--- src/rtl/core/bb3_pkg.sv ---
// Shared types and constants for the 3x3 box blur stream block.
package bb3_pkg;

    localparam int PIX_W       = 8;
    localparam int SUM_W       = 12;
    localparam int MULT_W      = 12;
    localparam int DIV9_MULT   = 3641;
    localparam int DIV9_SHIFT  = 15;
    localparam int ROWS_REG_W  = 13;
    localparam int COLS_REG_W  = 11;
    localparam int APB_DATA_W  = 32;
    localparam int APB_ADDR_W  = 3;

    // Register select taken from paddr bit 2.
    localparam logic REG_FRAME_ROWS = 1'b0;
    localparam logic REG_FRAME_COLS = 1'b1;

    typedef logic [PIX_W-1:0] t_pix;
    typedef logic [2*PIX_W-1:0] t_ls_word;
    typedef logic [2:0][2:0][PIX_W-1:0] t_win;

    typedef struct packed {
        logic has_res;
        logic row_lo;
        logic row_hi;
        logic col_lo;
        logic col_hi;
        logic last;
    } t_pos;

endpackage

--- src/rtl/core/bb3_window.sv ---
// Tap stage and 3x3 window registers with border masking.
module bb3_window #(
    parameter int MAX_COLS = 1024,
    localparam int CW = (MAX_COLS > 1) ? $clog2(MAX_COLS) : 1
) (
    input  logic                i_clk,
    input  logic                i_rst_n,
    input  logic                i_clear,
    input  logic                i_step,
    input  bb3_pkg::t_pix       i_x,
    input  logic [CW-1:0]       i_ci,
    input  bb3_pkg::t_pos       i_pos,
    input  bb3_pkg::t_ls_word   i_rd_data,
    input  logic                i_next_ready,
    output logic                o_slot_free,
    output logic                o_wr_en,
    output logic [CW-1:0]       o_wr_addr,
    output bb3_pkg::t_ls_word   o_wr_data,
    output logic                o_valid,
    output bb3_pkg::t_win       o_win,
    output logic                o_last
);

    logic               r_a_valid;
    bb3_pkg::t_pix      r_a_x;
    logic [CW-1:0]      r_a_ci;
    bb3_pkg::t_pos      r_a_pos;
    bb3_pkg::t_win      r_win;
    bb3_pkg::t_win      shifted;
    logic [2:0]         tap_lo;
    logic [2:0]         row_ok;
    logic [2:0]         col_ok;
    logic               adv;

    assign adv         = r_a_valid && (!r_a_pos.has_res || i_next_ready);
    assign o_slot_free = !r_a_valid || adv;
    assign o_wr_en     = adv;
    assign o_wr_addr   = r_a_ci;
    assign o_wr_data   = {i_rd_data[bb3_pkg::PIX_W-1:0], r_a_x};
    assign o_valid     = adv && r_a_pos.has_res;
    assign o_last      = r_a_pos.last;
    assign row_ok      = {r_a_pos.row_hi, 1'b1, r_a_pos.row_lo};
    assign col_ok      = {r_a_pos.col_hi, 1'b1, r_a_pos.col_lo};
    assign tap_lo      = 3'b111;

    always_comb begin
        for (int tr = 0; tr < 3; tr++) begin
            shifted[tr][0] = r_win[tr][1];
            shifted[tr][1] = r_win[tr][2];
        end
        shifted[0][2] = i_rd_data[2*bb3_pkg::PIX_W-1:bb3_pkg::PIX_W];
        shifted[1][2] = i_rd_data[bb3_pkg::PIX_W-1:0];
        shifted[2][2] = r_a_x;
        for (int tr = 0; tr < 3; tr++) begin
            for (int tc = 0; tc < 3; tc++) begin
                if (row_ok[tr] && col_ok[tc] && tap_lo[tc]) begin
                    o_win[tr][tc] = shifted[tr][tc];
                end else begin
                    o_win[tr][tc] = '0;
                end
            end
        end
    end

    always_ff @(posedge i_clk) begin
        if (!i_rst_n) begin
            r_a_valid <= 1'b0;
        end else if (i_step) begin
            r_a_valid <= 1'b1;
        end else if (adv) begin
            r_a_valid <= 1'b0;
        end
    end

    always_ff @(posedge i_clk) begin
        if (i_step) begin
            r_a_x   <= i_x;
            r_a_ci  <= i_ci;
            r_a_pos <= i_pos;
        end
    end

    always_ff @(posedge i_clk) begin
        if (!i_rst_n || i_clear) begin
            r_win <= '0;
        end else if (adv) begin
            // The frame restarts after its final result, so the window starts empty.
            r_win <= r_a_pos.last ? '0 : shifted;
        end
    end

endmodule

--- config.mk ---
export PLATFORM = sky130hd
export DESIGN_NAME = bb3_window
export DESIGN_NICKNAME = d
export VERILOG_FILES = /design/src/rtl/core/bb3_pkg.sv /design/src/rtl/core/bb3_window.sv
export SDC_FILE = /design/constraint.sdc
export NUM_CORES = 1
export LEC_CHECK = 0
export BUFFER_PORTS_ARGS = -buffer_cell sky130_fd_sc_hd__buf_2
export CORE_UTILIZATION = 48
export CTS_CLUSTER_DIAMETER = 30
export DETAILED_ROUTE_END_ITERATION = 8
export PLACE_DENSITY = 0.92
export SKIP_CTS_REPAIR_TIMING = 1
export SYNTH_ARGS = -nofsm -noshare
export SYNTH_HDL_FRONTEND = slang
export SYNTH_SLANG_ARGS = --single-unit
--- constraint.sdc ---
create_clock -name i_clk -period 1.4 [get_ports i_clk]
set_input_delay 0 -clock i_clk [delete_from_list [all_inputs] [get_ports i_clk]]
set_output_delay 0 -clock i_clk [all_outputs]
set_load 0.005 [all_outputs]
Word level (Yosys, flattened, before mapping)
Cells that the tools add are included.
Storage, ports and cells
  latch bits: 0
  logic and storage cells: 39
  input bits: 45
  bits in registers: 73
  output and inout port bits: 102
  ROM bits: 0
  memories kept: 0
  memory bits (writable): 0
Operators by class
  shifts and indexed selects: 0
  $mul: 0
  reductions and logical operators: 13
  divide/modulo/power cells: 0
  order comparisons: 0
  muxes and demuxes: 11
  bitwise gates (word level): 0
  equal/unequal tests: 0
  add/subtract/negate cells: 0
Operators with widths (number)
  $mux W72: 1
  $mux W8: 8
  $logic_and A1 B1 Y1: 6
  $logic_not A1 Y1: 3
  $logic_or A1 B1 Y1: 3
  $mux W1: 2
  $reduce_bool A2 Y1: 1

Logic depth before layout (Yosys ltp)
  word-level depth: 5
  mapped depth: 6
  mapped depth without buffers: 3

Least setup slack after synthesis
OpenSTA, ideal clock, no wires.
  path kind: register -> register
  from: register r_a_pos, in the netlist o_last
  to: register r_win[16] in the netlist's numbering
  data required time: 1.333 ns
  path buffers: 2
  clock period less this slack: 1.103 ns
  arrival: 1.036 ns
  library setup time: 0.067 ns
  stages on the path, launching flop included: 6
  setup slack: 0.297 ns
  cells stage by stage: edfxtp_1 buf_2 buf_2 nor2b_1 nand4_1 o21ai_2
On the way
  word-level cells in the longest chain between the ends: 1
RTL lines
  from (decl): RTL line bb3_window.sv:27  | bb3_pkg::t_pos r_a_pos;
  from (signal assigned): RTL line bb3_window.sv:79  | r_a_pos <= i_pos;
  $mux W72: RTL line bb3_window.sv:88  | r_win <= r_a_pos.last ? '0 : shifted;
  to (signal assigned): RTL line bb3_window.sv:88
  to (decl): RTL line bb3_window.sv:28  | bb3_pkg::t_win r_win;
Every way passes these cells.
A chain may end at the register's enable or synchronous reset.

Worst setup path after layout
  from: register r_a_pos[5] in the netlist's numbering
  to: output o_wr_en
On the way
  word-level cells in the longest chain between the ends: 3
RTL lines
  $logic_not A1 Y1: RTL line bb3_window.sv:35  | assign adv = r_a_valid && (!r_a_pos.has_res || i_next_ready);
  $logic_or A1 B1 Y1: RTL line bb3_window.sv:35
  $logic_and A1 B1 Y1: RTL line bb3_window.sv:35
  to (decl): RTL line bb3_window.sv:16  | output logic o_wr_en,
Every way passes these cells.

==> reports/summary.txt <==
Status = complete, no violations
Crit Path Class = reg2out
Final nets = 581
Clock Pin Slew Worst Setup and Hold Paths = 0.08 ns
Unique masters post-synth = 16
Crit path arrival time = 1.33 ns
Synth area leaders = dfxtp_1 27%, edfxtp_1 20%, nor2b_1 8.9%, nand4_1 8.4%, and3_1 5.8%
Drt drc = 0
Critical path required time = 1.40 ns
Initial antenna violation count = 0
Pin count of the biggest net entering global routing = 97
RSZ-0062 raised after global routing = false
Final WL = 10200 um
Sink Count = 73
CTS tree = built
IO Count = 147
Share of layout cells above drive strength 1 = 35.3%
Routed vias = 3409
Synth top area share = 27.5%
Max Slew Vio Count = 0
Routability Congestion = 0.749
MaxCap Viol Count = 0
Die ar. = 7780 um^2
Area Growth Syn to Fin = 31.7%
Die Y = 88.2 um
Initial DRC count = 217
Reg-to-Reg Start = r_a_pos[5]
Reg2Reg Depth = 4
Hpwl dp = 5620 um
# rows = 31
TritonCTS buffer count = 9
Synth Area in XOR/XNOR = 0%
Yosys top cell by area = dfxtp_1
Post-synthesis sequential area ratio = 47.7%
DRT Pass-1 Iters = 4
Post-synth design cell area = 3570 um^2
Die Width = 88.2 um
Critical Path Start = r_a_pos[5]
Wire length of the first global-routing pass = 13300 um
Hold Violations, Final = 0
Yosys warns = 0
Compound-cell area share of the yosys netlist = 7.82%
Mux contribution to synthesized area = 0%
CTS max path bufs = 2
Tightest Hold Check Type = in2reg
Layout Utilization = 65.2%
Vias in the first global route = 2840
Initial core utilization = 49.5%
Main combinational cell family by area after synthesis = simple AND/OR/NAND/NOR gates
Final period utilization = 95.1%
Hold_sp = i_rd_data[13]
Crit. End Element = output port
Root Driver = clkbuf_8
Worst Path Max Fanout = 13
Max Clock Skew = 0.0142 ns
Most common cell after layout, fill and taps aside = buf_2
Slew margin rel. = 60.6%
Tot GR Track Use = 22.5%
Final Setup Violations = 0
Hold Slack = 0.0600 ns
Leakage = 2.18 nW
Synth Area in Simple Gates = 34.5%
Syn Inst Count = 393
Setup TNS = 0 ns
GRT overflow = 0
Startpoint Class = flip-flop
Synthesized flop and latch total = 73
Port bufs = 146
Commonest cells after routing, fill and taps aside = 146 x buf_2, 50 x nor2b_1, 49 x nand2_1
Hold depth = 4
Vias per cell = 5.33
Post-detailed-route count of antenna-violating nets = 0
F_max = 0.751 GHz
Syn Nets = 438
Max H-tree Level = 3
Actual slew at the worst max-slew pin = 0.592 ns
Adder-Cell Fraction of Synth Area = 0%
Synth Area per Inst = 9.08 um^2
Final min period = 1.33 ns
Worst vdd ir = 0.000559 V
Core area = 7210 um^2
Number of diodes = 0
WL/cell = 15.9 um
Cell area power density = 973 nW/um^2
Worst-skew pair later-pin latency = 0.34 ns
## metrics by stage
stage | area [um^2] | setup slack [ns] | instances | total power, W
2_1_floorplan | 3570 | 0.297 | 393 | 0.00266
3_3_place_gp | 4190 | 0.252 | 590 | 0.00286
3_5_place_dp | 4190 | 0.197 | 590 | 0.00288
4_1_cts | 4380 | -0.186 | 606 | 0.00448
5_1_grt | 4700 | 0.0164 | 640 | 0.00477
6_report | 4700 | 0.0682 | 640 | 0.00457
## flip-flops by register name, summed over array words and instances, names as in the netlist
name and cells:
col_ok 2, o_last 1, o_win 8, o_wr_addr 10
r_a_pos 3, r_a_valid 1, r_a_x 8, r_win 40
## synthesized netlist by cell type
master	instances
nor2b_1	51
dfxtp_1	49
nand2_1	49
nand4_1	48
o21ai_1	39
and3_1	33
and2_1	32
edfxtp_1	24
buf_2	20
buf_4	18
clkbuf_1	11
o21ai_2	9
buf_6	7
a21oi_1	1
and2_4	1
nand2b_4	1
## cells by family after synthesis
| kind of cell | after synthesis |
|---|---|
| AO/OA/AOI/OAI | 49 |
| flip-flops | 73 |
| AND/OR/NAND/NOR | 215 |
| buffers and inverters | 56 |
## critical path, stage by stage (launching register included)
cell,delay (ns)
edfxtp_1,0.45
nand2b_4,0.11
and2_4,0.27
buf_2,0.15
## layer usage
metal	part of all wire (%)	vias to the layer above	GRT usage, %
met2	50	166	37.3
met3	7.8	18	6.62
met1	40	1604	27.4
met5	0	-	0
li1	-	1621	-
met4	2.1	0	9.24
## final cells by class
class | count | area [um^2]
clock inverter | 7 | 68.8
timing repair buffer | 188 | 1160
tap | 99 | 124
clock buffer | 9 | 124
fill | 570 | 2510
sequential | 73 | 1700
multi-input combinational | 264 | 1520
## power breakdown
group	internal, W	total, W	switching, W
sequential	0.00226	0.00230	0.0000448
combinational	0.000285	0.000643	0.000358
clock	0.000820	0.00163	0.000805
## final timing paths
kind	to	slack (ns)
setup reg to reg	o_win[38]	0.09
setup / recovery	o_wr_en	0.07
hold reg to reg	r_win[12]	0.45
hold / removal	r_win[21]	0.06
Note: power is estimated with default switching activity, not from simulation.
