===== config.mk =====
export PLATFORM = sky130hd
export DESIGN_NAME = bb3_sum_div
export DESIGN_NICKNAME = d
export VERILOG_FILES = /design/src/rtl/core/bb3_pkg.sv /design/src/rtl/core/bb3_sum_div.sv
export SDC_FILE = /design/constraint.sdc
export NUM_CORES = 1
export LEC_CHECK = 0
export BUFFER_PORTS_ARGS = -buffer_cell sky130_fd_sc_hd__buf_2
export CELL_PAD_IN_SITES_DETAIL_PLACEMENT = 2
export CELL_PAD_IN_SITES_GLOBAL_PLACEMENT = 2
export CORE_MARGIN = 8
export CORE_UTILIZATION = 44
export DETAILED_ROUTE_END_ITERATION = 10
export PLACE_DENSITY_LB_ADDON = 0.1
export SYNTH_ARGS = -nofsm -noshare
export SYNTH_HDL_FRONTEND = slang
export SYNTH_SLANG_ARGS = --single-unit

===== constraint.sdc =====
create_clock -name i_clk -period 8.1 [get_ports i_clk]
set_input_delay 0.81 -clock i_clk [delete_from_list [all_inputs] [get_ports i_clk]]
set_output_delay 0.81 -clock i_clk [all_outputs]
set_load 0.02 [all_outputs]

===== src/rtl/core/bb3_pkg.sv =====
// Shared types and constants for the 3x3 box blur stream block.
package bb3_pkg;

    localparam int PIX_W       = 8;
    localparam int SUM_W       = 12;
    localparam int MULT_W      = 12;
    localparam int DIV9_MULT   = 3641;
    localparam int DIV9_SHIFT  = 15;
    localparam int ROWS_REG_W  = 13;
    localparam int COLS_REG_W  = 11;
    localparam int APB_DATA_W  = 32;
    localparam int APB_ADDR_W  = 3;

    // Register select taken from paddr bit 2.
    localparam logic REG_FRAME_ROWS = 1'b0;
    localparam logic REG_FRAME_COLS = 1'b1;

    typedef logic [PIX_W-1:0] t_pix;
    typedef logic [2*PIX_W-1:0] t_ls_word;
    typedef logic [2:0][2:0][PIX_W-1:0] t_win;

    typedef struct packed {
        logic has_res;
        logic row_lo;
        logic row_hi;
        logic col_lo;
        logic col_hi;
        logic last;
    } t_pos;

endpackage


===== src/rtl/core/bb3_sum_div.sv =====
// Window sum, divide by nine and the output register.
module bb3_sum_div (
    input  logic                i_clk,
    input  logic                i_rst_n,
    input  logic                i_valid,
    input  bb3_pkg::t_win       i_win,
    input  logic                i_last,
    output logic                o_ready,
    output logic                o_valid,
    input  logic                i_out_ready,
    output bb3_pkg::t_pix       o_value,
    output logic                o_last
);

    localparam int PROD_W = bb3_pkg::SUM_W + bb3_pkg::MULT_W;

    logic                       r_b_valid;
    bb3_pkg::t_win              r_b_win;
    logic                       r_b_last;
    logic                       r_c_valid;
    logic [bb3_pkg::SUM_W-1:0]  r_c_sum;
    logic                       r_c_last;
    logic                       r_o_valid;
    bb3_pkg::t_pix              r_o_value;
    logic                       r_o_last;
    logic [bb3_pkg::SUM_W-1:0]  n_sum;
    logic [PROD_W-1:0]          prod;
    logic                       rdy_o;
    logic                       rdy_c;
    logic                       rdy_b;

    assign rdy_o   = !r_o_valid || i_out_ready;
    assign rdy_c   = !r_c_valid || rdy_o;
    assign rdy_b   = !r_b_valid || rdy_c;
    assign o_ready = rdy_b;
    assign o_valid = r_o_valid;
    assign o_value = r_o_value;
    assign o_last  = r_o_last;

    always_comb begin
        n_sum = '0;
        for (int tr = 0; tr < 3; tr++) begin
            for (int tc = 0; tc < 3; tc++) begin
                n_sum = n_sum + bb3_pkg::SUM_W'(r_b_win[tr][tc]);
            end
        end
    end

    // Exact for sums below 2**15, well above the largest window sum.
    assign prod = PROD_W'(r_c_sum) * PROD_W'(bb3_pkg::DIV9_MULT);

    always_ff @(posedge i_clk) begin
        if (!i_rst_n) begin
            r_b_valid <= 1'b0;
            r_c_valid <= 1'b0;
            r_o_valid <= 1'b0;
        end else begin
            if (rdy_b) begin
                r_b_valid <= i_valid;
            end
            if (rdy_c) begin
                r_c_valid <= r_b_valid;
            end
            if (rdy_o) begin
                r_o_valid <= r_c_valid;
            end
        end
    end

    always_ff @(posedge i_clk) begin
        if (rdy_b) begin
            r_b_win  <= i_win;
            r_b_last <= i_last;
        end
        if (rdy_c) begin
            r_c_sum  <= n_sum;
            r_c_last <= r_b_last;
        end
        if (rdy_o) begin
            r_o_value <= prod[bb3_pkg::DIV9_SHIFT +: bb3_pkg::PIX_W];
            r_o_last  <= r_c_last;
        end
    end

endmodule


# Word-level counts from Yosys, hierarchy flattened
# Index checks and enable logic that the tools add are counted.
# word_totals
ff_bits	98
input_bits	77
output_inout_bits	11
word_cells	32
# op_classes
addsub	8
mul	1
n_reduce_logical	6
# op_table
op	n
12-bit by 8-bit adder with 12-bit output	4
12-bit by 12-bit multiplier with 23-bit output (second input constant)	1
11-bit by 8-bit adder with 12-bit output	1
10-bit by 8-bit adder with 11-bit output	1
9-bit by 8-bit adder with 10-bit output	1
8-bit by 8-bit adder with 9-bit output	1
1-bit logical NOT	3
1-bit logical OR	3

# Depth between registers and ports, before layout
# depth
word_depth	8
ltp_mapped	18
ltp_nobuf	18

# Worst setup path before layout
# OpenSTA, ideal clock, no wires.
# synth_path
path_kind	register to register
startpoint	reg r_c_sum[3] (netlist bit)
endpoint	reg r_o_value[2] (netlist: o_value[2]), data pin
setup_ns	0.259
arrival_time_ns	4.422
t_required_ns	7.841
slack_ns	3.419
path_stages_with_launch	19
path_buffers	0
synth_period_minus_slack_ns	4.681
path_cell_list	edfxtp_1 -> inv_1 -> fa_1 -> inv_1 -> ha_1 -> inv_1 -> fa_1 -> inv_1 -> fa_1 -> inv_1 -> fa_1 -> inv_1 -> ha_1 -> a211o_1 -> o211ai_2 -> a21oi_1 -> a311o_2 -> a21oi_2 -> xnor2_1
# synth_via
elab_chain_cells	1
# synth_lines
item	line	rtl
start: declaration	bb3_sum_div.sv:21	logic [bb3_pkg::SUM_W-1:0] r_c_sum;
start signal: assignment	bb3_sum_div.sv:76	r_c_sum <= n_sum;
12-bit by 12-bit multiplier with 23-bit output	bb3_sum_div.sv:50	assign prod = PROD_W'(r_c_sum) * PROD_W'(bb3_pkg::DIV9_MULT);
via prod[17]	bb3_sum_div.sv:27	logic [PROD_W-1:0] prod;
end signal: assignment	bb3_sum_div.sv:80	r_o_value <= prod[bb3_pkg::DIV9_SHIFT +: bb3_pkg::PIX_W];
end: declaration	bb3_sum_div.sv:24	bb3_pkg::t_pix r_o_value;
# The timed path passes the listed nets, and every way through them passes these cells.
# A chain may end at the register's enable or synchronous reset.

# Worst setup path after layout
# layout_path
startpoint	reg r_c_sum[3] (netlist bit)
endpoint	reg r_o_value[4] (netlist: o_value[4]), data pin
# The elaborated chain is that of the path after synthesis.

==> reports/qor.csv <==
metric,value,unit
start_util,44.5,%
slowest_delay,0.56,ns
netlist.area_leader.share,42.7,%
drc_errors,0,
syn2layout_area_growth,14.8,%
r2r_start,r_c_sum[3],
critPathMaxFanout,4,
synth_edf_count,95,
rr_worst_depth,18,
htreeDepth,3,
avgSynthCellArea,13.7,um2
status,finished clean,
placed_area,0.00738,mm2
wl,14800,um
syn_area,0.00669,mm2
grt_pass1_wl,24800,um
antenna_left,0,
place_hpwl,12400,um
min_period_over_period,62.2,%
startpoint_type,flop,
finClkSkew,0.00500,ns
max_slew.worst_pin.slew,0.921,ns
crit_type,reg2reg,
dr.pass1.iters,4,
syn-instance-count,489,
synth-async-reset-ratio,0,%
drtIter0Drc,103,
synthTopCellsByCount,"124 x inv_1, 95 x edfxtp_1, 83 x fa_1, 80 x ha_1, 16 x a21oi_1",
tns,0,ns
fin_nets,828,
via_count,3829,
stdcell_count,781,
cap_violations,0,
grt_overflow,0,
min_delay_path_depth,0,
synth-seq-area-share,43.6,%
yosysTopAreaCell,edfxtp_1,
grt_max_degree,75,
finalCriticalPeriod,5.04,ns
end_kind,flop,
regToRegEndpoint,o_value[4],
cts_buffers,9,
drive_gt1_share,18.0,%
core_area,0.0150,mm2
finalMaxSlewViolations,0,
finalSetupViolations,0,
rrSetupSlack,3.06,ns
crit_start,r_c_sum[3],
slew_headroom,38.6,%
clock_latency,0.35,ns
hold_path_class,reg2reg,
row_count,45,
die_height,139,um
io_pins,88,
cts.hold.buffers_added,0,
crit_arrival,5.14,ns
critical-path-top-cell-by-count,inv_1,
path_cells,inv_1 -> fa_1 -> inv_1 -> ha_1 -> inv_1 -> fa_1 -> inv_1 -> fa_1 -> inv_1 -> fa_1 -> inv_1 -> ha_1 -> nand4_1 -> a21oi_1 -> a21oi_1 -> o21ai_0 -> a21oi_1 -> xnor2_1,
post-place-cells,765,
clockBufferDepth,2,
fmax,0.199,GHz
setup_slack,3.06,ns
min_to,o_last,
grt_pass1_vias,4771,
cp_slowest_cell,fa_1,
cts_setup_buffers,0,
synthDistinctLibCells,30,
cts_root_buf,clkbuf_16,
antenna_found_initial,0,
rsz0062_at_grt,no,
ys_warn_count,0,
place_ws,3.04,ns
synthesis.nets,729,
synth_ff_type,edfxtp_1,
finalInstanceArea,0.00768,mm2
dieArea,0.0194,mm2
vias_per_cell,4.90,
ys_ff_latch,98,
wire_per_inst,18.9,um
diodes,0,
port_buffers,87,
cts_tree,done,
ys_top_cells_by_area,"edfxtp_1 43%, fa_1 25%, ha_1 15%, inv_1 7.0%, xnor2_1 1.7%",
required,8.20,ns
clock_sinks,98,
hold_viol_final,0,
die_x,139,um
yosysMostFrequentCell,inv_1,
cts_resized,0,
min_from,r_c_last,
clk_pin_slew,0.07,ns
place_congestion,0.825,
grt_usage,16.5,%
[worst max-delay path by stage]
stage / endpoint / slack [ns] / cells past startpoint
final: o_value[4] / 3.06 / 18
after global placement: o_value[2] / 3.26 / 18
after detailed placement: o_value[2] / 3.04 / 18
after floorplan: o_value[2] / 3.42 / 18
after global routing: o_value[4] / 2.75 / 18
after CTS: o_value[2] / 3.04 / 18
[layout make-up]
class	instances	area, um2
fill	1422	7360
multi-input combinational	267	3320
sequential	98	2910
inverter	124	465
timing repair buffer	88	443
tap	188	235
clock buffer	10	229
clock inverter	6	72.6
[routing by layer]
layer | vias up | global-route usage (%) | routed length, um | share of wire [%]
li1 | 1809 | - | - | -
met1 | 1949 | 18.4 | 5860 | 40
met2 | 60 | 31.0 | 8320 | 56
met3 | 11 | 3.66 | 435 | 2.9
met4 | 0 | 4.68 | 166 | 1.1
met5 | - | 0 | 0 | 0
[registers in the layout (all words and copies together), names as in the netlist]
signal and cells:
r_c_valid 1, o_value 8, r_c_sum 12, r_b_last 1, o_valid 1, r_b_win 72
o_last 1, r_b_valid 1, r_c_last 1
[cell families after synthesis]
| family | Yosys count | synth area share, % |
|---|---|---|
| xor+xnor | 17 | 2.23 |
| flops | 98 | 43.6 |
| fa+ha+maj | 163 | 39.8 |
| simple gates | 40 | 2.81 |
| compound gates | 47 | 4.60 |
| buf+inv | 124 | 6.96 |
[cells in the final DEF, fill, tap and decap left out, drive strengths merged, types with 2 or more instances in the layout]
| cell type | synthesis | routed |
|---|---|---|
| nor2 | 13 | 13 |
| o21a | 2 | 2 |
| nand4 | 3 | 3 |
| a211o | 2 | 2 |
| nor3 | 2 | 2 |
| nand3 | 4 | 4 |
| buf | 0 | 88 |
| clkinvlp | 0 | 3 |
| a21boi | 3 | 3 |
| a21o | 3 | 3 |
| edfxtp | 95 | 95 |
| fa | 83 | 83 |
| nand2 | 10 | 10 |
| xnor2 | 13 | 13 |
| a21oi | 17 | 17 |
| nor2b | 6 | 6 |
| ha | 80 | 80 |
| xor2 | 4 | 4 |
| dfxtp | 3 | 3 |
| a211oi | 2 | 2 |
| o211ai | 3 | 3 |
| inv | 124 | 126 |
| clkbuf | 0 | 10 |
| o21ai | 10 | 10 |
[stage by stage]
stage               hold slack [ns]  utilization [%]
floorplan                     0.400                -
global placement              0.419             49.1
detailed placement            0.441             49.1
CTS                           0.459             51.1
global route                  0.466             51.1
finish                        0.449             51.1
[worst max-delay path, delay by kind of cell (launching register included)]
family                     cells  cell delay (ns)
DFF                            1             0.48
adders and majority gates      6             2.73
and+or+nand+nor                1             0.10
AOI/OAI and AO/OA              4             0.94
xor gates and xnor gates       1             0.15
buffers and inverters          6             0.40
Power is left out: the tool's default activity adds up to more than one toggle a clock period on the data nets, which glitch-free logic cannot reach.
