[src/rtl/core/bb3_pkg.sv]
// Shared types and constants for the 3x3 box blur stream block.
package bb3_pkg;

    localparam int PIX_W       = 8;
    localparam int SUM_W       = 12;
    localparam int MULT_W      = 12;
    localparam int DIV9_MULT   = 3641;
    localparam int DIV9_SHIFT  = 15;
    localparam int ROWS_REG_W  = 13;
    localparam int COLS_REG_W  = 11;
    localparam int APB_DATA_W  = 32;
    localparam int APB_ADDR_W  = 3;

    // Register select taken from paddr bit 2.
    localparam logic REG_FRAME_ROWS = 1'b0;
    localparam logic REG_FRAME_COLS = 1'b1;

    typedef logic [PIX_W-1:0] t_pix;
    typedef logic [2*PIX_W-1:0] t_ls_word;
    typedef logic [2:0][2:0][PIX_W-1:0] t_win;

    typedef struct packed {
        logic has_res;
        logic row_lo;
        logic row_hi;
        logic col_lo;
        logic col_hi;
        logic last;
    } t_pos;

endpackage

[src/rtl/core/bb3_ctrl.sv]
// Input position counters, flush handling and result position decode.
module bb3_ctrl #(
    parameter int MAX_ROWS = 4096,
    parameter int MAX_COLS = 1024,
    localparam int RCW = $clog2(MAX_ROWS + 2),
    localparam int CEW = $clog2(MAX_COLS + 1),
    localparam int CW  = (MAX_COLS > 1) ? $clog2(MAX_COLS) : 1
) (
    input  logic                i_clk,
    input  logic                i_rst_n,
    input  logic                i_clear,
    input  logic [RCW-1:0]      i_rows,
    input  logic [CEW-1:0]      i_cols,
    input  logic                i_valid,
    input  bb3_pkg::t_pix       i_pix,
    input  logic                i_flush,
    input  logic                i_slot_free,
    output logic                o_ready,
    output logic                o_step,
    output bb3_pkg::t_pix       o_x,
    output logic [CW-1:0]       o_ci,
    output bb3_pkg::t_pos       o_pos
);

    logic [RCW-1:0] r_ri;
    logic [CW-1:0]  r_ci;
    logic           r_extra;
    logic           active;
    logic           wrap;
    logic           c1;
    logic           c2;

    assign active  = r_ri < i_rows;
    assign o_ready = i_slot_free && !r_extra;
    assign o_step  = (i_valid && o_ready && (!active || !i_flush)) || (r_extra && i_slot_free);
    assign o_x     = (r_extra || !active) ? '0 : i_pix;
    assign o_ci    = r_ci;
    assign wrap    = (CEW'(r_ci) + CEW'(1)) >= i_cols;

    assign c1 = (r_ci != '0) && (r_ri != '0);
    assign c2 = (r_ci == '0) && (r_ri > RCW'(1));

    always_comb begin
        o_pos.has_res = c1 || c2;
        o_pos.row_lo  = c1 ? (r_ri > RCW'(1)) : (r_ri > RCW'(2));
        o_pos.row_hi  = c1 ? (r_ri < i_rows) : (r_ri <= i_rows);
        o_pos.col_lo  = c1 ? (r_ci > CW'(1)) : (i_cols != CEW'(1));
        o_pos.col_hi  = c1;
        o_pos.last    = c2 && (r_ri == i_rows + RCW'(1));
    end

    always_ff @(posedge i_clk) begin
        if (!i_rst_n || i_clear) begin
            r_ri    <= '0;
            r_ci    <= '0;
            r_extra <= 1'b0;
        end else if (o_step) begin
            if (o_pos.last) begin
                r_ri <= '0;
                r_ci <= '0;
            end else if (wrap) begin
                r_ri <= r_ri + RCW'(1);
                r_ci <= '0;
            end else begin
                r_ci <= r_ci + CW'(1);
            end
            // A single-row frame takes one silent drain step right after its last pixel.
            r_extra <= !r_extra && active && (i_rows == RCW'(1)) && wrap;
        end
    end

endmodule

[config.mk]
export PLATFORM = sky130hd
export DESIGN_NAME = bb3_ctrl
export DESIGN_NICKNAME = d
export VERILOG_FILES = /design/src/rtl/core/bb3_pkg.sv /design/src/rtl/core/bb3_ctrl.sv
export SDC_FILE = /design/constraint.sdc
export NUM_CORES = 1
export LEC_CHECK = 0
export BUFFER_PORTS_ARGS = -buffer_cell sky130_fd_sc_hd__buf_2
export CAP_MARGIN = 30
export CORE_MARGIN = 2
export CORE_UTILIZATION = 56
export DETAILED_ROUTE_END_ITERATION = 8
export PLACE_DENSITY = 0.84
export SETUP_SLACK_MARGIN = 0.1
export SLEW_MARGIN = 30
export SYNTH_ARGS = -nofsm -noshare
export SYNTH_HDL_FRONTEND = slang
export SYNTH_SLANG_ARGS = --single-unit
[constraint.sdc]
create_clock -name i_clk -period 3.1 [get_ports i_clk]
set_clock_uncertainty 0.05 [all_clocks]
set_input_delay 0.155 -clock i_clk [delete_from_list [all_inputs] [get_ports i_clk]]
set_output_delay 0.155 -clock i_clk [all_outputs]
set_load 0.005 [all_outputs]
== Word level (Yosys, flattened, before mapping) ==
Index checks and enable logic that the tools add are counted.

* Flip-flop bits (word level): 24
* Output and inout bits: 26
* Word-level logic and storage cells: 48
* Bits of input ports: 38

* Add/subtract/negate cells: 4
* Eq/ne operators: 3
* Multiplexer cells: 8
* Reduce and logical (&&, ||, !) cells: 24
* $lt $le $gt $ge: 6

{| class="wikitable"
|+ Operator list
! operator !! count
|-
| adder 13 x 1 -> 13 bit, second input constant || 2
|-
| two-way mux 13 bit || 2
|-
| two-way mux 10 bit || 2
|-
| == test 13 x 1 -> 1 bit, second input constant || 1
|-
| == test 13 bit || 1
|-
| greater-than comparator 13 x 1 -> 1 bit, second input constant || 1
|-
| greater-than comparator 13 x 2 -> 1 bit, second input constant || 1
|-
| <= comparator 13 bit || 1
|-
| < comparator 13 bit || 1
|-
| nonzero test 13 bit || 1
|-
| adder 10 x 1 -> 11 bit, second input constant || 1
|-
| >= comparator 11 bit || 1
|-
| != test 11 x 1 -> 1 bit, second input constant || 1
|-
| adder 10 x 1 -> 10 bit, second input constant || 1
|-
| greater-than comparator 10 x 1 -> 1 bit, second input constant || 1
|-
| logical AND 1 bit || 10
|-
| zero test 10 bit || 1
|-
| nonzero test 10 bit || 1
|-
| two-way mux 8 bit || 1
|-
| logical OR 1 bit || 5
|-
| zero test 1 bit || 4
|-
| two-way mux 1 bit || 3
|-
| AND reduction 2 bit || 1
|-
| nonzero test 2 bit || 1
|}

== Depth between registers and ports, before layout ==
* Depth in word-level cells: 6
* Mapped depth: 14
* Mapped depth without buffers: 13

== Worst setup path before layout ==
OpenSTA, ideal clock, no wires.

* Path type: register -> register
* Start: reg r_ci[0] (netlist: o_ci[0])
* End: reg r_ci[9] (netlist: o_ci[9])
* Clock period less this slack: 2815 ps
* Required time: 2979 ps
* Setup slack: 285 ps
* Setup time: 71 ps
* Arrival time: 2694 ps
* Stages on the path, launching flop included: 13
* Buffers on the path: 1
* Cell sequence: dfxtp_1 -> ha_1 -> nand3_1 -> nor2_1 -> xor2_1 -> ha_1 -> a2111oi_0 -> o21ai_0 -> a21oi_1 -> o21a_1 -> clkbuf_1 -> nand3_1 -> a21oi_1

* Cells in the longest elaborated chain, start to end: 4
* Elaborated cells on any way between the ends: 8
* Classes of those cells: add/sub (2); order compare (1); mux (2); reduce/logical (3)

{| class="wikitable"
|+ Ends and longest elaborated chain
! what !! RTL line !! source
|-
| from (decl) || bb3_ctrl.sv:26 || <nowiki>logic [CW-1:0] r_ci;</nowiki>
|-
| from (signal assigned) || bb3_ctrl.sv:65 || <nowiki>r_ci <= r_ci + CW'(1);</nowiki>
|-
| adder 10 x 1 -> 11 bit or zero test 10 bit (tied branches) || bb3_ctrl.sv:38, bb3_ctrl.sv:41 ||
|-
| >= comparator 11 bit or logical AND 1 bit (tied branches) || bb3_ctrl.sv:38, bb3_ctrl.sv:41 ||
|-
| two-way mux 10 bit or logical AND 1 bit (tied branches) || bb3_ctrl.sv:61, bb3_ctrl.sv:49 ||
|-
| two-way mux 10 bit (*) || bb3_ctrl.sv:58 || <nowiki>if (o_pos.last) begin</nowiki>
|}

Every way passes the cells marked *; elsewhere a longest branch is shown, timed or not.
A chain may end at the register's enable or synchronous reset.

== Final worst setup path ==
* Start: reg r_ci[1] (netlist: o_ci[1])
* End: reg r_ri[11]

* Cells in the longest elaborated chain, start to end: 5
* Elaborated cells on any way between the ends: 8
* Classes of those cells: add/sub (1); order compare (1); mux (1); reduce/logical (5)

{| class="wikitable"
|+ Ends and longest elaborated chain
! what !! RTL line !! source
|-
| parallel branches: the longest is 5 deep, another holds adder 10 x 1 -> 11 bit || n/a ||
|-
| to (signal assigned) || bb3_ctrl.sv:62 || <nowiki>r_ri <= r_ri + RCW'(1);</nowiki>
|-
| to (decl) || bb3_ctrl.sv:25 || <nowiki>logic [RCW-1:0] r_ri;</nowiki>
|}

Several ways; the timed one is not identified.

==> results.md <==
* Status: finished clean
* Worst setup SP type: flip-flop
* Static leakage at 1.58 nW
* H-tree depth at 1
* Row count at 25
* Pwr/cell area at 216 nW/µm²
* Max-Cap Viols at 0
* Via count at 3,213
* Crit path max-delay cell type: dfxtp_1
* Ports at 64
* Initial DRC count at 257
* Critical path endpoint category: flip-flop
* Most Frequent Cell on Critical Path: o21ai_1
* Largest net degree at the start of global routing at 30
* Hold path cells at 5
* CP cell instances: ha_1 > nand3_1 > nor2_2 > xor2_2 > ha_1 > a2111oi_2 > o21ai_1 > a21oi_2 > o21ai_1 > buf_6 > and4_1 > o21ai_1 > o21ai_0
* R2R setup slack at 230 ps
* Worst rel slew slack at 0.365
* VDD IR max at 0.000155 V
* Initial core utilization at 0.593
* Reg clk slew, reported paths at 90 ps
* Number of synthesized flops with an enable pin at 0
* CTS tree: done
* Placer congestion estimate at 0.915
* Max frequency at 348 MHz
* Final ANT Viol Nets at 0
* Routed WL per cell at 15.8 µm
* Warnings, synthesis at 0
* Int Power at 0.540 mW
* Hold-fix buffers, CTS at 0
* Min-delay src: i_clear
* Clock sink count at 24
* Ant. Diodes at 0
* Skew-Pair Late Insertion Delay at 280 ps
* Total setup buffers inserted after CTS at 0
* Synth Register Bits at 24
* Post-synthesis cell type count at 53
* Post-Synthesis Cells at 395
* Register area share after synthesis at 0.168
* Hold endpoint: r_ri[12]
* Mean Syn Cell Area at 7.23 µm²
* Hold crit path type: input port to flip-flop
* Main synth FF type: dfxtp_1
* CP max stage delay at 350 ps
* Area Growth Syn to Fin at 19.0%
* GR Overflow Total at 0
* Final setup fails at 0
* Crit path max fanout at 21
* Synthesized Nets at 466
* Endpoints failing hold at 0
* Die width at 75.4 µm
* Seq pwr share at 0.419
* Minimum clock period at 2870 ps
* Asr flop ratio synth at 0
* Die Y at 75.4 µm
* Total GRT Usage at 0.286
* TNS Setup at 0 ps
* Non-Filler Instances at 520
* CTS Buf Count at 3
* NetSw at 0.196 mW
* Port bufs at 63
* R2r endpoint: r_ri[11]
* Core ar. at 4820 µm²
* Worst-margin pin slew at 953 ps
* Final #Nets at 525
* Mapped Area at 2860 µm²
* Clk network pwr share at 0.386
* Critical R2R Launch: o_ci[1]
* Worst path required time at 3170 ps
* Share of total power in combinational logic at 0.195
* Initial antenna violation count at 0
* Share of cells above drive strength 1 at 0.219
* RSZ-0062 raised after global routing: no
* Switching Share at 0.266
* Cell total after placement at 515
* Overall Power at 0.736 mW
* First-pass GRT wire length at 12.8 mm
* Crit Path Class: flip-flop to flip-flop
* Via/cell ratio at 6.18
* DRC at 0
* Drt pass-1 iters at 5
* Critical path arrival at 2940 ps
* Area of the die at 5690 µm²
* Clk buf depth at 2
* Vias in the first global route at 2,798
* Root Driver: clkbuf_8
* Final Max Tran Viols at 0
* Final wirelength at 8.22 mm
* R2R depth at 13
* Final worst-path cycle share at 0.927
* Dpl hpwl at 6.01 mm
[cell type report]
| cell class | count | area (µm²) |
|---|---|---|
| Timing Repair Buffer | 78 | 432 |
| Fill cell | 442 | 1420 |
| Clock buffer | 3 | 41.3 |
| Multi-Input combinational cell | 316 | 2220 |
| Sequential cell | 24 | 480 |
| Clock inverter | 1 | 30.0 |
| Inverter | 31 | 116 |
| Tap cell | 67 | 83.8 |
[cells in the final DEF (no fill, tap or decap), drive strengths merged, types with 7 or more instances in the layout]
master,Yosys,layout
a21oi,18,18
a31oi,7,7
and2,8,8
and3,14,14
and4,8,8
buf,13,78
dfxtp,24,24
ha,33,33
inv,31,31
nand2,33,33
nand2b,8,8
nand3,13,13
nand4,24,24
nor2,34,34
nor2b,9,9
nor3,9,9
nor4,9,9
o211ai,8,8
o21ai,20,20
xnor2,14,14
xor2,8,8
[metrics by stage]
stage | area (µm²) | worst slack, ps | utilization | hold slack (ps)
floorplan | 2860 | 285 | - | 329
global placement | 3260 | 281 | 0.677 | 445
detailed placement | 3260 | 171 | 0.677 | 460
CTS | 3330 | 119 | 0.692 | 265
global route | 3400 | 69.5 | 0.706 | 387
finish | 3400 | 227 | 0.706 | 350
[power groups by stage]
stage / clock, mW / combinational (mW) / sequential, mW
CTS: 0.285 / 0.138 / 0.308
floorplan: 0 / 0.0822 / 0.316
finish: 0.284 / 0.143 / 0.308
global placement: 0 / 0.133 / 0.316
global route: 0.293 / 0.160 / 0.309
detailed placement: 0 / 0.137 / 0.316
[registers in the layout, indices dropped and copies added (netlist names)]
register	flops
r_ri	13
o_ci	10
r_extra	1
[synthesized netlist by cell type, types with 4 or more instances]
master,number,area [µm²]
nor3_1,9,45.0
nand3_1,12,60.1
o21ai_0,10,50.1
a31oi_1,7,43.8
xor2_1,8,70.1
and4_1,8,70.1
dfxtp_1,24,480
ha_1,33,413
and2_1,8,50.1
nor4_1,9,56.3
nand2_1,33,124
nand2b_1,8,50.1
nand4_1,24,150
buf_2,9,45.0
nor2b_1,9,56.3
and3_1,13,81.3
nor2_1,34,128
xnor2_1,14,123
a21oi_1,16,80.1
clkbuf_1,12,45.0
o211ai_1,8,60.1
o21ai_1,10,50.1
o21a_1,4,30.0
inv_1,31,116
[how the worst max path moves through the flow]
| stage | from | end | slack [ps] | depth (start not counted) |
|---|---|---|---|---|
| 2_1_floorplan | o_ci[0] | o_ci[9] | 290 | 12 |
| 3_3_place_gp | o_ci[0] | r_ri[1] | 280 | 13 |
| 3_5_place_dp | o_ci[0] | r_ri[1] | 170 | 14 |
| 4_1_cts | o_ci[1] | r_ri[11] | 120 | 13 |
| 5_1_grt | o_ci[1] | r_ri[11] | 70 | 13 |
| 6_report | o_ci[1] | r_ri[11] | 230 | 13 |
[worst max-delay path, delay by kind of cell, from the launching register on]
kind	cells	cell delay [ps]
flip-flops	1	350
XOR/XNOR	1	170
AO/OA/AOI/OAI	6	1010
AND/OR/NAND/NOR	3	500
buffers and inverters	1	180
adder cells (fa/ha/maj)	2	450
[cells by family after synthesis]
group,after synthesis,share of synthesized area
compound gates,77,0.183
xor+xnor,22,0.0674
fa+ha+maj,33,0.144
buf+inv,56,0.0854
flops,24,0.168
mux,1,0.00350
simple gates,182,0.349
[routing by layer]
layer | vias to the layer above | track usage | wire [µm]
li1 | 1553 | - | -
met1 | 1495 | 0.387 | 3600
met2 | 146 | 0.489 | 3970
met3 | 19 | 0.0265 | 522
met4 | 0 | 0.0780 | 123
met5 | - | 0 | 0
[timing repair]
| item | in CTS | in global routing |
|---|---|---|
| cloned | 0 | 1 |
| pin swaps | 0 | 2 |
| endpoints found under the hold margin | 0 | 0 |
| gates resized for setup | 1 | 12 |
| setup endpoints to repair | 1 | 28 |
Note: power is estimated with default switching activity, not from simulation.
