### src/rtl/core/bb3_pkg.sv
// Shared types and constants for the 3x3 box blur stream block.
package bb3_pkg;

    localparam int PIX_W       = 8;
    localparam int SUM_W       = 12;
    localparam int MULT_W      = 12;
    localparam int DIV9_MULT   = 3641;
    localparam int DIV9_SHIFT  = 15;
    localparam int ROWS_REG_W  = 13;
    localparam int COLS_REG_W  = 11;
    localparam int APB_DATA_W  = 32;
    localparam int APB_ADDR_W  = 3;

    // Register select taken from paddr bit 2.
    localparam logic REG_FRAME_ROWS = 1'b0;
    localparam logic REG_FRAME_COLS = 1'b1;

    typedef logic [PIX_W-1:0] t_pix;
    typedef logic [2*PIX_W-1:0] t_ls_word;
    typedef logic [2:0][2:0][PIX_W-1:0] t_win;

    typedef struct packed {
        logic has_res;
        logic row_lo;
        logic row_hi;
        logic col_lo;
        logic col_hi;
        logic last;
    } t_pos;

endpackage

### src/rtl/core/bb3_cfg.sv
// Configuration registers with APB-style access and frame size clamping.
module bb3_cfg #(
    parameter int MAX_ROWS = 4096,
    parameter int MAX_COLS = 1024,
    localparam int RCW = $clog2(MAX_ROWS + 2),
    localparam int CEW = $clog2(MAX_COLS + 1)
) (
    input  logic                               i_clk,
    input  logic                               i_rst_n,
    input  logic                               psel,
    input  logic                               penable,
    input  logic                               pwrite,
    input  logic [bb3_pkg::APB_ADDR_W-1:0]     paddr,
    input  logic [bb3_pkg::APB_DATA_W-1:0]     pwdata,
    output logic [bb3_pkg::APB_DATA_W-1:0]     prdata,
    output logic                               pready,
    output logic                               o_cfg_wr,
    output logic [RCW-1:0]                     o_rows,
    output logic [CEW-1:0]                     o_cols
);

    logic [bb3_pkg::ROWS_REG_W-1:0] r_rows_raw;
    logic [bb3_pkg::COLS_REG_W-1:0] r_cols_raw;
    logic [RCW-1:0]                 r_rows_eff;
    logic [CEW-1:0]                 r_cols_eff;
    logic [RCW-1:0]                 n_rows_eff;
    logic [CEW-1:0]                 n_cols_eff;
    logic                           wr;

    assign pready   = 1'b1;
    assign wr       = psel && penable && pwrite;
    assign o_cfg_wr = wr;
    assign o_rows   = r_rows_eff;
    assign o_cols   = r_cols_eff;

    always_comb begin
        int rv;
        int cv;
        rv = int'(pwdata[bb3_pkg::ROWS_REG_W-1:0]);
        cv = int'(pwdata[bb3_pkg::COLS_REG_W-1:0]);
        if (rv < 1) begin
            rv = 1;
        end
        if (rv > MAX_ROWS) begin
            rv = MAX_ROWS;
        end
        if (cv < 1) begin
            cv = 1;
        end
        if (cv > MAX_COLS) begin
            cv = MAX_COLS;
        end
        n_rows_eff = RCW'(rv);
        n_cols_eff = CEW'(cv);
    end

    always_ff @(posedge i_clk) begin
        if (!i_rst_n) begin
            r_rows_raw <= bb3_pkg::ROWS_REG_W'(1);
            r_cols_raw <= bb3_pkg::COLS_REG_W'(1);
            r_rows_eff <= RCW'(1);
            r_cols_eff <= CEW'(1);
        end else if (wr) begin
            if (paddr[2] == bb3_pkg::REG_FRAME_COLS) begin
                r_cols_raw <= pwdata[bb3_pkg::COLS_REG_W-1:0];
                r_cols_eff <= n_cols_eff;
            end else begin
                r_rows_raw <= pwdata[bb3_pkg::ROWS_REG_W-1:0];
                r_rows_eff <= n_rows_eff;
            end
        end
    end

    always_comb begin
        if (paddr[2] == bb3_pkg::REG_FRAME_COLS) begin
            prdata = bb3_pkg::APB_DATA_W'(r_cols_raw);
        end else begin
            prdata = bb3_pkg::APB_DATA_W'(r_rows_raw);
        end
    end

endmodule

### config.mk
export PLATFORM = sky130hd
export DESIGN_NAME = bb3_cfg
export DESIGN_NICKNAME = d
export VERILOG_FILES = /design/src/rtl/core/bb3_pkg.sv /design/src/rtl/core/bb3_cfg.sv
export SDC_FILE = /design/constraint.sdc
export NUM_CORES = 1
export LEC_CHECK = 0
export ABC_AREA = 1
export BUFFER_PORTS_ARGS = -buffer_cell sky130_fd_sc_hd__clkbuf_2
export CAP_MARGIN = 20
export CORE_ASPECT_RATIO = 1.4
export CORE_MARGIN = 2
export CORE_UTILIZATION = 23
export CTS_BUF_LIST = sky130_fd_sc_hd__clkbuf_2 sky130_fd_sc_hd__clkbuf_4 sky130_fd_sc_hd__clkbuf_8
export CTS_CLUSTER_DIAMETER = 40
export CTS_CLUSTER_SIZE = 24
export DETAILED_ROUTE_END_ITERATION = 12
export RECOVER_POWER = 25
export SYNTH_ARGS = -nofsm -noshare
export SYNTH_HDL_FRONTEND = slang
export SYNTH_SLANG_ARGS = --single-unit
### constraint.sdc
create_clock -name i_clk -period 1.6 [get_ports i_clk]
set_input_delay 0.32 -clock i_clk [delete_from_list [all_inputs] [get_ports i_clk]]
set_output_delay 0.32 -clock i_clk [all_outputs]
set_load 0.02 [all_outputs]
# --- Yosys cells after proc, flatten, opt, wreduce, memory -nomap -nowiden ---
# Index checks and enable logic that the tools add are counted.
totals:
  latchBits: 0
  reg_bits: 48
  ramBits: 0
  rom_bits: 0
  memories: 0
  out_inout_bits: 58
  wordCells: 18
classes:
  n_reduce_logical: 4
  add_sub_neg: 0
  muxes: 5
  n_eq_ne: 0
  n_div: 0
  bitwise_logic: 1
  magnitude_cmp: 4
  n_shift: 0
  n_mul: 0
ops:
  columns: ["cell", "n"]
  rows:
  - ["two-way mux 13 bit", 3]
  - ["greater-than comparator 32 x 12 -> 1 bit (second input constant)", 1]
  - ["greater-than comparator 32 x 14 -> 1 bit (second input constant)", 1]
  - ["two-way mux 11 bit", 2]
  - ["less-than comparator 13 x 1 -> 1 bit (second input constant)", 1]
  - ["less-than comparator 11 x 1 -> 1 bit (second input constant)", 1]
  - ["AND reduction 2 bit", 2]
  - ["logical AND 1 bit", 2]
  - ["NOT 1 bit", 1]

# --- Longest topological paths before layout ---
# Gate-level depths: netlist (run 1).
depth:
  ltp_word: 4
  depth_mapped: 8
  depth_no_buf: 8

# --- Least setup slack after synthesis (run 1) ---
# No wires, ideal clock.
synth_timing:
  kind: "input to output"
  startpoint: "input port paddr[2] in the netlist's numbering"
  endpoint: "output port prdata[0] in the netlist's numbering"
  cell_stages: 4
  path_buffers: 1
  arrival_time_ns: 0.919
  t_required_ns: 1.280
  path_slack_ns: 0.361
  path_cell_list: "inv_2 clkbuf_1 nand2_1 nand2_1"
synth_between:
  elab_chain_len: 1
synth_lines:
  columns: ["element", "line", "text"]
  rows:
  - ["start: declaration", "bb3_cfg.sv:13", "input logic [bb3_pkg::APB_ADDR_W-1:0] paddr,"]
  - ["two-way mux 13 bit", "bb3_cfg.sv:75", "if (paddr[2] == bb3_pkg::REG_FRAME_COLS) begin"]
  - ["end: declaration", "bb3_cfg.sv:15", "output logic [bb3_pkg::APB_DATA_W-1:0] prdata,"]
# Every way passes these cells.

# --- Worst setup path in the final report (run 1) ---
layout_timing:
  startpoint: "input port paddr[2] in the netlist's numbering"
  endpoint: "output port prdata[1] in the netlist's numbering"
# Same word-level chain as after synthesis.

==> impl_metrics.csv, run 1 <==
group,metric,value,unit
global_routing,grt_max_degree,27,
power,ir_worst_vdd,0.516,mV
place,io_buffers,56,
sta,fin_crit_sh,83.9,%
clocking,cts.hold.buffers_added,0,
sta,finalMaxSlewViolations,0,
place,gp_congestion,0.799,
die,rows,41,
clocking,clk_path_buf_depth,2,
critical_path,cp.arrival,1.02,ns
clocking,cts_setup_buffers,0,
logic_synthesis,async_flop_share,0,%
logic_synthesis,yosys.area.top_type_share,44.3,%
sta,hold_viol_final,0,
finish,fillers,1008,
clocking,clkSinkCount,48,
power,pwr-share-seq,51.4,%
global_routing,grt_pass1_vias,1829,
detailed_routing,drt_pass1_iterations,7,
sta,tightest_slew,0.696,ns
finish,finalNetCount,404,
logic_synthesis,synth_seq_cells,48,
detailed_routing,viasPerCell,4.24,
logic_synthesis,synth_compound_area_share,14.7,%
clocking,cts_tree,"done",
power,p_switching,0.622,mW
critical_path,cp_max_fo,12,
logic_synthesis,yosysSeqAreaShare,44.3,%
logic_synthesis,ys.flop_type,"dfxtp_1",
logic_synthesis,synthDistinctLibCells,22,
sta,tns,0,ns
logic_synthesis,ys.warnings.count,0,
clocking,path_clk_slew,0.09,ns
clocking,cts_root_buf,"clkbuf_8",
global_routing,grt_first_pass_wirelength,8.85,mm
finish,antenna_cells,0,
logic_synthesis,synth_fa_ha_area_share,0,%
power,combPwrFrac,11.6,%
global_routing,antenna_found_initial,0,
logic_synthesis,synth_area_leaders,"dfxtp_1, nand2_1, a21oi_1",
power,p_int,1.78,mW
detailed_routing,drt_wl_total,5.53,mm
critical_path,crit_path_end_kind,"output pin",
clocking,worst_skew_pair.late_latency,0.30,ns
logic_synthesis,synthSimpleGateAreaFrac,26.2,%
detailed_routing,vias,2002,
logic_synthesis,muxShareOfSynthArea,0,%
power,p_leak,1.21,nW
die,num_io_pins,98,
critical_path,worst_ep_required_time,1.28,ns
die,die_x,86.0,um
place,dp_hpwl,4.20,mm
flow_run,drv_cap,0,
global_routing,gr-usage-all-layers,10.9,%
sta,maxSlewHeadroom,53.6,%
hold_path,hp-class,"in -> reg",
clocking,cts_max_level,2,
die,die-area,0.0102,mm^2
detailed_routing,post-route-drc-count,0,
power,clkPwrFrac,37.0,%
clocking,cts.repair.resized,0,
logic_synthesis,synth_xor_area_share,0,%
sta,max_freq,745,MHz
detailed_routing,avgRoutedWirePerCell,11.7,um
logic_synthesis,synth_most_common_cell,"nand2_1",
power,switching_share,25.9,%
finish,utilization,28.6,%
logic_synthesis,synth_top_family_by_area,"simple AND/OR/NAND/NOR gates",
finish,areaGrowthSynthToFinish,19.7,%
finish,post_route_cells_drive_above_1_share,22.2,%
logic_synthesis,netlist_top_cells_count,"nand2_1, dfxtp_1, a21oi_1",
logic_synthesis,syn-mean-instance-area,7.04,um^2
critical_path,path_class,"in -> out",
critical_path,cp-start-kind,"input pin",
logic_synthesis,synth_top_cell_by_area,"dfxtp_1",
status,status,"finished clean",
die,core_area,0.00908,mm^2
sta,grt_setup_unrepaired,"no",
logic_synthesis,synthCells,308,
clocking,cts-buffers-inserted,5,
sta,fin_crit,1.34,ns
global_routing,gr-total-overflow,0,
die,initial_utilization,23.9,%
die,die_h,119,um
logic_synthesis,syn_area,0.00217,mm^2
detailed_routing,ant_nets,0,
power,p_per_area,925,mW/mm^2
logic_synthesis,synth_edf_count,0,
sta,finalClockSkew,0,ns
detailed_routing,drtIter0Drc,81,
sta,setup_viol,0,
metrics by stage:
| stage | power [mW] | worst slack, ns | std cells | area [um^2] | hold slack, ns |
|---|---|---|---|---|---|
| floorplan | 1.48 | 0.361 | 326 | 2230 | 0.432 |
| global placement | 1.54 | 0.150 | 464 | 2490 | 0.443 |
| detailed placement | 1.55 | 0.108 | 464 | 2490 | 0.454 |
| CTS | 2.42 | 0.221 | 472 | 2610 | 0.292 |
| global route | 2.50 | 0.0868 | 472 | 2590 | 0.311 |
| finish | 2.40 | 0.257 | 472 | 2590 | 0.302 |
final timing paths:
| check | cells after the start | slack [ns] | from | end |
|---|---|---|---|---|
| worst max register to register | 2 | 0.93 | o_rows[2] | o_rows[2] |
| worst min register to register | 2 | 0.46 | r_rows_raw[11] | r_rows_raw[11] |
| worst max-delay path | 5 | 0.26 | paddr[2] | prdata[1] |
| worst min-delay path | 3 | 0.30 | pwdata[1] | r_cols_raw[1] |
logic make-up (layout without fill, tap and decap cells):
family	count (synthesis)	after routing
simple gates	138	138
compound gates	61	61
flops	48	48
other cells	2	20
buf+inv	59	98
layout make-up:
class	instances	area, um^2	area share [%]
inverter	26	97.6	3.76
timing repair buffer	64	335	12.9
sequential	48	961	37.0
multi-input combinational	219	955	36.8
tap	107	134	5.16
clock inverter	2	35.0	1.35
clock buffer	6	76.3	2.94
cell usage in the layout (no fill, tap or decap):
cell type and instances:
dfxtp_1 48, o21bai_2 1, clkbuf_8 5, nor2_1 29, clkbuf_4 1, nor3_1 1
nor2_8 1, o211ai_1 2, clkinv_2 1, nor2_4 1, nand2_2 1, o21ai_0 13
clkbuf_2 58, a21oi_1 44, nand2_1 95, nand3_1 8, buf_4 6, conb_1 20
inv_2 3, a22oi_1 1, bufinv_16 1, nor2_2 2, inv_1 23
power groups by stage:
stage          Clock (mW)  Combinational, mW  Sequential (mW)
2_1_floorplan           0              0.208             1.27
3_3_place_gp            0              0.282             1.26
3_5_place_dp            0              0.283             1.26
4_1_cts             0.901              0.284             1.23
5_1_grt             0.949              0.309             1.24
6_report            0.887              0.278             1.23
critical path: stages:
cell	delay, ns
clkbuf_2	0.11
inv_2	0.23
nand2_1	0.08
nand2_1	0.10
clkbuf_2	0.17
routing by layer:
layer | GRT usage, % | share of wire [%] | up-vias | routed length (um)
met4 | 3.77 | 1.6 | 0 | 89
li1 | - | - | 1037 | -
met3 | 2.36 | 5.8 | 7 | 323
met1 | 13.6 | 44 | 888 | 2440
met5 | 0 | 0 | - | 0
met2 | 18.2 | 48 | 70 | 2670
sequential cells by signal, summed over array words and instances (netlist names):
register / count
o_rows: 13
r_rows_raw: 13
o_cols: 11
r_cols_raw: 11
(Power assumes the default switching activity.)
==> run 2: changes to the inputs <==
==> constraint.sdc (replaced) <==
create_clock -name i_clk -period 1.1 [get_ports i_clk]
set_input_delay 0.22 -clock i_clk [delete_from_list [all_inputs] [get_ports i_clk]]
set_output_delay 0.22 -clock i_clk [all_outputs]
set_load 0.02 [all_outputs]
==> run 2 against run 1 <==
Net effect: the run now ends with setup timing left; utilization up 3.4 points; sequential power grew 46%; final cell count grew 3.8%; via count is 1.2% higher; setup slack got worse by 0.28 ns; sequential share of layout area down 3.0 points; non-clock buffer count grew 19; clock-buffer cell count stayed put; combinational power rose by 79%.
==> impl_metrics.csv, run 2 (synthesis gave the netlist of run 1 again) <==
group,metric,value,unit
finish,final_common_cell,"nand2_1",
detailed_routing,vias,2026,
finish,post_route_cells_drive_above_1_share,35.8,%
detailed_routing,drtIter0Drc,90,
place,place_ws,-0.253,ns
sta,grt_setup_unrepaired,"yes",
detailed_routing,post-route-drc-count,0,
finish,final_cell_mix,"nand2_1, a21oi_1, clkbuf_2, nor2_1, dfxtp_1",
finish,areaGrowthSynthToFinish,34.1,%
sta,hold_viol_final,0,
place,gp_congestion,0.867,
global_routing,gr-usage-all-layers,11.9,%
place,placed_area,0.00266,mm^2
critical_path,crit_path_end_kind,"output pin",
finish,finalNetCount,423,
global_routing,antenna_found_initial,0,
global_routing,grt_max_degree,23,
die,num_io_pins,98,
clocking,clk_path_buf_depth,2,
flow_run,drv_cap,0,
hold_path,hp-class,"in -> reg",
status,status,"finished with violations",
place,dp_hpwl,4.54,mm
place,place_inst,482,
detailed_routing,avgRoutedWirePerCell,12.0,um
sta,tns,-0.149,ns
clocking,cts_max_level,2,
detailed_routing,viasPerCell,4.13,
finish,final_area,0.00291,mm^2
global_routing,gr-total-overflow,0,
clocking,cts.hold.buffers_added,0,
clocking,path_clk_slew,0.08,ns
clocking,worst_skew_pair.late_latency,0.30,ns
die,die-area,0.0102,mm^2
detailed_routing,drt_pass1_iterations,4,
clocking,cts_root_buf,"clkbuf_8",
finish,fin_cells,490,
die,die_h,119,um
detailed_routing,drt_wl_total,5.86,mm
die,die_x,86.0,um
die,rows,41,
finish,utilization,32.0,%
sta,setup_viol,10,
sta,finalClockSkew,0,ns
clocking,cts-buffers-inserted,5,
status,violations,"setup timing",
sta,fin_crit,1.13,ns
power,ir_worst_vdd,0.602,mV
critical_path,cp.arrival,0.91,ns
global_routing,grt_first_pass_wirelength,9.50,mm
clocking,clkSinkCount,48,
critical_path,path_class,"reg -> out",
critical_path,worst_ep_required_time,0.88,ns
sta,max_freq,888,MHz
place,io_buffers,56,
critical_path,cp_max_fo,2,
sta,fin_crit_sh,102,%
critical_path,cp-start-kind,"flop",
detailed_routing,ant_nets,0,
clocking,cts_tree,"done",
power,p_per_area,1140,mW/mm^2
sta,layout_setup_ws,-0.0263,ns
die,initial_utilization,23.9,%
finish,fillers,996,
finish,antenna_cells,0,
die,core_area,0.00908,mm^2
critical_path,r2r_slack,0.39,ns
sta,finalMaxSlewViolations,0,
global_routing,grt_pass1_vias,1949,
power,p_leak,1.32,nW
## run 2: power by group
| group | internal (mW) | total, mW | switching [mW] |
|---|---|---|---|
| logic | 0.183 | 0.499 | 0.316 |
| clock network | 0.458 | 1.02 | 0.563 |
| registers | 1.78 | 1.80 | 0.0204 |
| total | 2.42 | 3.32 | 0.899 |
## run 2: layout make-up
class	count	area [um^2]	share of cell area (%)
inverters	26	100	3.44
clock inverters	1	5.00	0.172
flip-flops and latches	48	990	34.1
clock buffers	6	76.3	2.63
repair buffers	83	613	21.1
multi-input cells	219	988	34.0
well taps	107	134	4.61
## run 2: layer usage
layer	up-vias	GRT usage, %	part of all wire [%]
met5	-	0	0
met4	0	4.27	1.6
met3	5	2.63	4.0
met2	51	20.7	51
met1	897	14.0	43
li1	1073	-	-
## run 2: critical path: stages (launching register included)
cell	delay (ns)
dfxtp_2	0.33
inv_2	0.04
nor2_2	0.11
buf_6	0.13
## run 2: path summary, 6_finish.rpt
check                 start        endpoint  depth (start not counted)
min               pwdata[7]       o_cols[7]                          3
min reg2reg   r_cols_raw[1]   r_cols_raw[1]                          2
max          r_rows_raw[12]      prdata[12]                          3
max reg2reg  r_cols_raw[10]  r_cols_raw[10]                          3
## run 2: stage by stage
stage	power (mW)	hold WS, ns
2_1_floorplan	2.15	0.358
3_3_place_gp	2.30	0.445
3_5_place_dp	2.30	0.454
4_1_cts	3.37	0.211
5_1_grt	3.47	0.226
6_report	3.32	0.222
## run 2: repair_timing
action	4_1_cts	5_1_grt
endpoints found under the setup margin	13	24
pin swaps	14	7
resized for setup	54	21
setup buffers	0	1
==> run 3: changes to the inputs <==
--- a/config.mk
+++ b/config.mk
@@ -16,6 +16,7 @@
 export CTS_CLUSTER_SIZE = 24
 export DETAILED_ROUTE_END_ITERATION = 12
 export RECOVER_POWER = 25
+export SKIP_LAST_GASP = 1
 export SYNTH_ARGS = -nofsm -noshare
 export SYNTH_HDL_FRONTEND = slang
 export SYNTH_SLANG_ARGS = --single-unit
==> run 3 against run 2 <==
Net effect: the flow still finishes with violations (setup timing); highest routed layer unchanged; largest cell class unchanged; power is essentially flat; critical path type unchanged; non-clock buffer count is the same; cell area shrank 0.13%; sequential cell count is the same; sequential share of layout area is essentially flat.
==> impl_metrics.csv, run 3 (synthesis gave the netlist of run 1 again) <==
group,metric,value,unit
status,status,"finished with violations",
status,violations,"setup timing",
critical_path,path_class,"reg -> out",
flow_run,drv_cap,0,
sta,grt_setup_unrepaired,"yes",
finish,utilization,32.0,%
sta,setup_viol,9,
critical_path,crit_path_end_kind,"output pin",
clocking,cts.hold.buffers_added,0,
finish,multi_input_area,988,um^2
clocking,clkSinkCount,48,
die,die_h,119,um
detailed_routing,drtIter0Drc,86,
place,dp_hpwl,4.54,mm
critical_path,r2r_slack,0.39,ns
global_routing,grt_max_degree,23,
critical_path,r2r_cells,3,
power,p_leak,1.32,nW
global_routing,antenna_found_initial,0,
place,place_ws,-0.253,ns
detailed_routing,ant_nets,0,
finish,layout.area.seq,990,um^2
finish,areaGrowthSynthToFinish,33.9,%
clocking,cts_root_buf,"clkbuf_8",
die,die_x,86.0,um
detailed_routing,wl_met3,255,um
critical_path,cp.arrival,0.91,ns
critical_path,crit_chain,"inv_2 -> nor2_2 -> buf_6",
place,io_buffers,56,
critical_path,startpoint,"r_rows_raw[12]",
detailed_routing,drt_wl_total,5.86,mm
critical_path,cpPeakStageDelay,0.33,ns
clocking,clk_path_buf_depth,2,
finish,fillers,995,
detailed_routing,dr.max_layer_used,"met4",
sta,finalMaxSlewViolations,0,
die,die-area,0.0102,mm^2
power,pwr-share-seq,54.2,%
critical_path,cp_max_fo,2,
global_routing,gr-usage-all-layers,11.9,%
critical_path,reg2reg_from,"r_cols_raw[10]",
sta,hold_viol_final,0,
sta,fin_crit,1.13,ns
place,gp_congestion,0.867,
critical_path,crit_family,"flip-flops",
power,p_switching,0.899,mW
critical_path,cp-start-kind,"flop",
sta,fin_crit_sh,103,%
critical_path,cpMaxStageDelayCell,"dfxtp_2",
detailed_routing,viasPerCell,4.14,
sta,layout_setup_ws,-0.0308,ns
critical_path,cp.depth,3,
detailed_routing,post-route-drc-count,0,
detailed_routing,wl_met2,3.00,mm
clocking,path_clk_slew,0.08,ns
finish,final_common_cell,"nand2_1",
global_routing,grt_first_pass_wirelength,9.50,mm
clocking,cts_max_level,2,
power,power.total,3.32,mW
sta,max_freq,884,MHz
sta,finalClockSkew,0,ns
power,p_per_area,1140,mW/mm^2
power,p_int,2.42,mW
critical_path,endpoint,"prdata[12]",
die,num_io_pins,98,
die,rows,41,
finish,final_cell_mix,"nand2_1, a21oi_1, clkbuf_2, nor2_1, dfxtp_1",
detailed_routing,avgRoutedWirePerCell,12.0,um
critical_path,worst_ep_required_time,0.88,ns
detailed_routing,drt_pass1_iterations,4,
power,clkPwrFrac,30.7,%
critical_path,r2r-end,"r_cols_raw[10]",
finish,post_route_cells_drive_above_1_share,35.8,%
detailed_routing,wl_met1,2.51,mm
clocking,cts_tree,"done",
sta,whs,0.222,ns
clocking,worst_skew_pair.late_latency,0.30,ns
finish,antenna_cells,0,
finish,finalNetCount,423,
global_routing,grt_pass1_vias,1949,
power,combPwrFrac,15.0,%
global_routing,gr-total-overflow,0,
power,ir_worst_vdd,0.603,mV
clocking,cts-buffers-inserted,5,
detailed_routing,vias,2028,
critical_path,worst-path-buf-inv,2,
sta,tns,-0.149,ns
die,initial_utilization,23.9,%
hold_path,hp-class,"in -> reg",
power,switching_share,27.1,%
die,core_area,0.00908,mm^2
==> run 3: stage by stage <==
step / cells / instance area, um^2
2_1_floorplan: 326 / 2250
3_3_place_gp: 482 / 2660
3_5_place_dp: 482 / 2660
4_1_cts: 489 / 2890
5_1_grt: 490 / 2900
6_report: 490 / 2900
==> run 3: area by class of cell <==
cell class / count / area share (%)
Timing Repair Buffer: 83 / 21.0
Multi-Input combinational cell: 219 / 34.1
Sequential cell: 48 / 34.1
Clock inverter: 1 / 0.172
Clock buffer: 6 / 2.63
Inverter: 26 / 3.45
Tap cell: 107 / 4.61
==> run 3: routing by layer <==
layer	vias up	GRT usage, %
met3	5	2.63
met2	54	20.7
li1	1072	-
met4	0	4.27
met1	897	14.0
met5	-	0
==> run 3: power by group through the flow <==
stage | registers [mW] | clock network (mW) | logic, mW
6_report | 1.80 | 1.02 | 0.499
3_5_place_dp | 1.84 | 0 | 0.466
3_3_place_gp | 1.84 | 0 | 0.461
4_1_cts | 1.80 | 1.07 | 0.499
2_1_floorplan | 1.85 | 0 | 0.305
5_1_grt | 1.81 | 1.11 | 0.549
==> run 3: worst min-delay path by stage <==
| stage | start | endpoint | slack, ns | depth (start not counted) |
|---|---|---|---|---|
| floorplan | i_rst_n | r_cols_raw[5] | 0.36 | 2 |
| global placement | r_rows_raw[12] | r_rows_raw[12] | 0.45 | 2 |
| detailed placement | o_cols[8] | o_cols[8] | 0.45 | 2 |
| CTS | pwdata[7] | o_cols[7] | 0.21 | 3 |
| global route | pwdata[7] | o_cols[7] | 0.23 | 3 |
| finish | pwdata[7] | o_cols[7] | 0.22 | 3 |
==> run 3: worst register-to-register path, delay by kind of cell (launching register included) <==
kind / cells / cell delay, ns
DFF: 1 / 0.35
AOI/OAI and AO/OA: 1 / 0.15
buffers and inverters: 1 / 0.10
and+or+nand+nor: 1 / 0.04
==> run 3: repair_timing <==
item / 4_1_cts / 5_1_grt
resized for setup: 53 / 21
endpoints found under the hold margin: 0 / 0
setup buffers: 0 / 1
endpoints found under the setup margin: 13 / 24
pin swaps: 12 / 8
